==> src/hw/rtl/mmb_pkg.sv <==
// mmb_pkg: shared types and command codes for the int8 matrix multiply with bias.
// Used by the controller, the datapath, the top level and the checker. No dependencies.
`timescale 1ns / 1ps

package mmb_pkg;

	// Command codes carried in cmd_t.command
	localparam logic [2:0] CMD_LOAD_A    = 3'd0;
	localparam logic [2:0] CMD_LOAD_B    = 3'd1;
	localparam logic [2:0] CMD_LOAD_BIAS = 3'd2;
	localparam logic [2:0] CMD_COMPUTE   = 3'd3;
	localparam logic [2:0] CMD_READ      = 3'd4;

	// One command transaction
	typedef struct packed {
		logic [2:0]         command;
		logic [3:0]         row;
		logic [3:0]         col;
		logic signed [7:0]  elem_value;
		logic signed [31:0] bias_value;
	} cmd_t;

	// One response transaction
	typedef struct packed {
		logic signed [31:0] result_value;
		logic [3:0]         result_row;
		logic [3:0]         result_col;
	} rsp_t;

	// Controller to datapath
	typedef struct packed {
		logic clear_en;
		logic mac_en;
		logic wr_act;
		logic wr_wgt;
		logic wr_bias;
		logic rd_res;
	} ctl_t;

	// Datapath to controller
	typedef struct packed {
		logic clear_last;
		logic mac_last;
		logic pipe_busy;
		logic rd_room;
	} sts_t;

endpackage

==> src/hw/rtl/mmb_ctrl.sv <==
// mmb_ctrl: controller state machine, command handshake and decode.
// Depends on mmb_pkg.
`timescale 1ns / 1ps

module mmb_ctrl (
	input  logic         clk,
	input  logic         arst_n,
	input  logic         cmd_valid,
	output logic         cmd_ready,
	input  logic [2:0]   command,
	input  mmb_pkg::sts_t sts,
	output mmb_pkg::ctl_t ctl
);
	import mmb_pkg::*;

	typedef enum logic [3:0] {
		ST_CLEAR = 4'b0001,
		ST_IDLE  = 4'b0010,
		ST_MAC   = 4'b0100,
		ST_DRAIN = 4'b1000
	} state_t;

	state_t state_q;
	state_t state_d;
	logic   accept;

	assign cmd_ready = (state_q == ST_IDLE) && sts.rd_room;
	assign accept    = cmd_valid && cmd_ready;

	always_comb begin
		ctl          = '0;
		ctl.clear_en = (state_q == ST_CLEAR);
		ctl.mac_en   = (state_q == ST_MAC);
		ctl.wr_act   = accept && (command == CMD_LOAD_A);
		ctl.wr_wgt   = accept && (command == CMD_LOAD_B);
		ctl.wr_bias  = accept && (command == CMD_LOAD_BIAS);
		ctl.rd_res   = accept && (command == CMD_READ);
	end

	always_comb begin
		state_d = state_q;
		case (state_q)
			ST_CLEAR: begin
				if (sts.clear_last) state_d = ST_IDLE;
			end
			ST_IDLE: begin
				if (accept && (command == CMD_COMPUTE)) state_d = ST_MAC;
			end
			ST_MAC: begin
				if (sts.mac_last) state_d = ST_DRAIN;
			end
			ST_DRAIN: begin
				if (!sts.pipe_busy) state_d = ST_IDLE;
			end
			default: begin
				state_d = ST_CLEAR;
			end
		endcase
	end

	always_ff @(posedge clk or negedge arst_n) begin
		if (!arst_n) begin
			state_q <= ST_CLEAR;
		end else begin
			state_q <= state_d;
		end
	end

endmodule

==> config.mk <==
export PLATFORM = sky130hd
export DESIGN_NAME = mmb_ctrl
export DESIGN_NICKNAME = d
export VERILOG_FILES = /design/src/hw/rtl/mmb_pkg.sv /design/src/hw/rtl/mmb_ctrl.sv
export SDC_FILE = /design/constraint.sdc
export NUM_CORES = 1
export LEC_CHECK = 0
export BUFFER_PORTS_ARGS = -buffer_cell sky130_fd_sc_hd__clkbuf_2
export CAP_MARGIN = 20
export CORE_AREA = 2 2 39 41
export CTS_CLUSTER_SIZE = 12
export DETAILED_ROUTE_END_ITERATION = 10
export DIE_AREA = 0 0 41 43
export PLACE_DENSITY = 0.53
export SLEW_MARGIN = 20
export SYNTH_ARGS = -nofsm -noshare
export SYNTH_HDL_FRONTEND = slang
export SYNTH_SLANG_ARGS = --single-unit
==> constraint.sdc <==
create_clock -name clk -period 1.7 [get_ports clk]
set_clock_uncertainty 0.15 [all_clocks]
set_input_delay 0.085 -clock clk [delete_from_list [all_inputs] [get_ports clk]]
set_output_delay 0.085 -clock clk [all_outputs]
set_load 0.02 [all_outputs]
==> metrics.md <==
| Metric | Value |
|---|---|
| Clock root buffer | `clkbuf_4` |
| WL final | `1053 um` |
| CP Capture Type | `output pin` |
| Clock Sinks | `4` |
| Vias in the first global route | `384` |
| Fin area | `696.9 um^2` |
| Critical Path AT | `1750 ps` |
| Number of synthesized flops with an enable pin | `0` |
| Post-synth net total | `53` |
| P_leak | `0.3307 nW` |
| Rows | `14` |
| Remaining antenna violation count | `0` |
| Crit Path Max Fanout | `3` |
| IO Pins | `17` |
| Chip Height | `around 43 um` |
| Die width | `41 um` |
| Endpoints failing setup | `6` |
| Clock-pin slew on the worst setup and hold paths | `40 ps` |
| Initial antenna violation count | `0` |
| Synth Flop Type | `dfrtp_1` |
| CP Launch Type | `flip-flop` |
| CTS Buf Count | `3` |
| CP cell instances | `or4b_4, or2_4, nor3_4, clkbuf_8` |
| Period utilisation layout | `117.0%` |
| Critical path's slowest cell | `or4b_4` |
| Status | `finished, violations left` |
| Port bufs | `16` |
| Overall global routing resource usage | `approximately 13%` |
| Slew Limit Headroom | `83.93%` |
| Largest delay share family, worst path | `simple AND/OR/NAND/NOR gates` |
| Post-Syn Area per Cell | `8.817 um^2` |
| Critical path class | `flip-flop to output pin` |
| Synthesized flop and latch total | `4` |
| Seq/Total Area, Yosys | `26.73%` |
| DR vias | `roughly 430` |
| Distinct cells, synth | `26` |
| Clk_lat worst skew | `240 ps` |
| Clk pwr share | `20.2%` |
| Number of diodes | `0` |
| CP bufs+invs | `1` |
| Reg power frac | `20.9%` |
| Fmax | `502.7 MHz` |
| Top cell type's share of synthesized area | `19.80%` |
| Total core area | `1384 um^2` |
| Ys async rst share | `100.0%` |
| Mapped Cells | `between 40 and 50` |
| Via/cell ratio | `4.898` |
| Residual DRC count | `0` |
| Final count of pins violating max slew | `0` |
| Fin. Hold Viols | `0` |
| Clk buf depth | `2` |
| Fin crit period | `1989 ps` |
| Setup slack after layout | `-289.3 ps` |
| Biggest regs | `state_q (4)` |
| Top cells by area, synth | `dfrtp_1 20%, dfstp_2 6.9%, a211oi_1 5.9%` |
| Warnings, synthesis | `0` |
| DP Area | `545.5 um^2` |
| Largest register FFs | `4` |
| Slew @ Worst Pin | `237.6 ps` |
| DR WL/cell | `11.97 um` |
| Final nets | `83` |
| Remaining Overflow, GRT | `0` |
| Required @ worst endpoint | `roughly 1500 ps` |
| Fillers | `141` |
| Comb power frac | `58.9%` |
| Sw Share | `36.10%` |
| Final hold slack | `approximately 26 ps` |
| Largest net degree at the start of global routing | `12` |
| Dpl hpwl | `691.9 um` |
| Switching pwr | `0.2386 mW` |
| Number of DRC markers in iteration 0 | `5` |
| Synthesis-to-layout area growth | `83.83%` |
| Violated checks | `negative setup slack` |
| CTS H-tree depth | `1` |
| Most flops, register | `state_q` |
| Maximum VDD drop | `0.5522 mV` |
| Internal power | `between 0.4 and 0.5 mW` |
| Share of cells above drive strength 1 | `56.94%` |
| Worst path max stage delay | `530 ps` |
| Placer Congestion | `roughly 0.71` |
| Min-delay worst type | `primary input to async pin` |
| RSZ-0062 raised after global routing | `true` |
| PD cells | `948.3 nW/um^2` |
| Initial Utilization | `27.40%` |
| Max_cap viols | `0` |
| CTS tree | `done` |
| Leading area contributor after synthesis | `dfrtp_1` |
| Post-synthesis instance area | `379.1 um^2` |
| DRT Pass-1 Iters | `4` |
| Die area | `between 1500 and 2000 um^2` |
| First-pass GRT wire length | `1600 um` |
## cell type report
type / instances / area, um^2 / share of cell area [%]
Clock buffer: 4 / 26.28 / 3.770
Inverter: 2 / 7.507 / 1.077
Multi-Input combinational cell: 33 / 307.8 / 44.17
Sequential cell: 4 / 101.3 / 14.54
Tap cell: 16 / 20.02 / 2.873
Timing Repair Buffer: 29 / 234.0 / 33.57
## power by group through the flow
stage	Combinational (mW)	Sequential, mW	Clock (mW)
after global placement	0.311	0.142	0
after floorplan	0.239	0.133	0
after detailed placement	0.308	0.144	0
after CTS	0.332	0.143	0.137
after global routing	0.422	0.142	0.145
final	0.389	0.138	0.134
## worst paths after layout
kind | endpoint | startpoint | slack [ps] | depth (start not counted)
min in group clk | state_q[1] | sts[0] | 170 | 4
max | ctl[2] | state_q[0] | -290 | 4
min | state_q[3] | arst_n | 30 | 2
min reg2reg | state_q[3] | state_q[1] | 450 | 2
max in group asynchronous | state_q[0] | arst_n | 1160 | 2
max reg2reg | state_q[1] | state_q[0] | 0 | 4
## routing by layer
metal | routed length, um | up-vias | share of wire (%) | global-route usage, %
met5 | 0 | - | 0 | 0
met4 | 19 | 0 | 1.8 | 6.000
met3 | 42 | 2 | 4.0 | 1.571
met2 | 608 | 17 | 58 | 22.50
met1 | 382 | 197 | 36 | 16.07
li1 | - | 215 | - | -
## metrics by stage
| step | TNS (ps) | utilization [%] | setup WS, ps | total power [mW] | std cells |
|---|---|---|---|---|---|
| floorplan | -169.0 | - | -83.99 | 0.3723 | 43 |
| global placement | -106.3 | 39.42 | -45.80 | 0.4531 | 78 |
| detailed placement | -173.5 | 39.42 | -65.83 | 0.4521 | 78 |
| finish | -1070 | 50.36 | -289.3 | 0.6609 | 88 |
| CTS | -1301 | 48.28 | -297.8 | 0.6110 | 87 |
| global route | -1530 | 50.36 | -355.8 | 0.7097 | 88 |
## what timing repair did
| action | CTS | global route |
|---|---|---|
| pin swaps | 3 | 6 |
| endpoints found under the setup margin | 7 | 9 |
| gates cloned | 0 | 0 |
| gates resized for setup | 10 | 7 |
| setup buffers | 1 | 2 |
| hold endpoints to repair | 6 | 0 |
| hold buffers | 4 | 0 |
## worst reg2reg max path, cell delays in order, from the launching register on
cell	delay, ps
dfstp_2	360
or4b_4	530
buf_4	170
nor4_4	260
o22ai_1	110
## kinds of logic (layout without fill, tap and decap cells)
logic type	Yosys count	count (layout)	share of synthesized area, %
AO/OA/AOI/OAI	9	9	16.17
XOR/XNOR	1	1	2.311
buffers and inverters	6	35	8.581
flip-flops	4	4	26.73
AND/OR/NAND/NOR	23	23	46.21
## layout by cell type, fill, tap and decap left out, drive strengths merged
cell type and count:
buf 11, o22a 1, clkbuf 18, nor2b 1
a211oi 3, dlygate4sd3 4, nor3b 1, or4b 1
dfrtp 3, a2bb2oi 1, or2 1, xor2 1
dfstp 1, nand2 1, and3 1, nor4b 2
nor4 1, o22ai 1, nand3b 3, nor3 3
or3b 2, nand2b 3, nor2 3, inv 2
o21ai 3
Power figures use the tool's default switching activity.
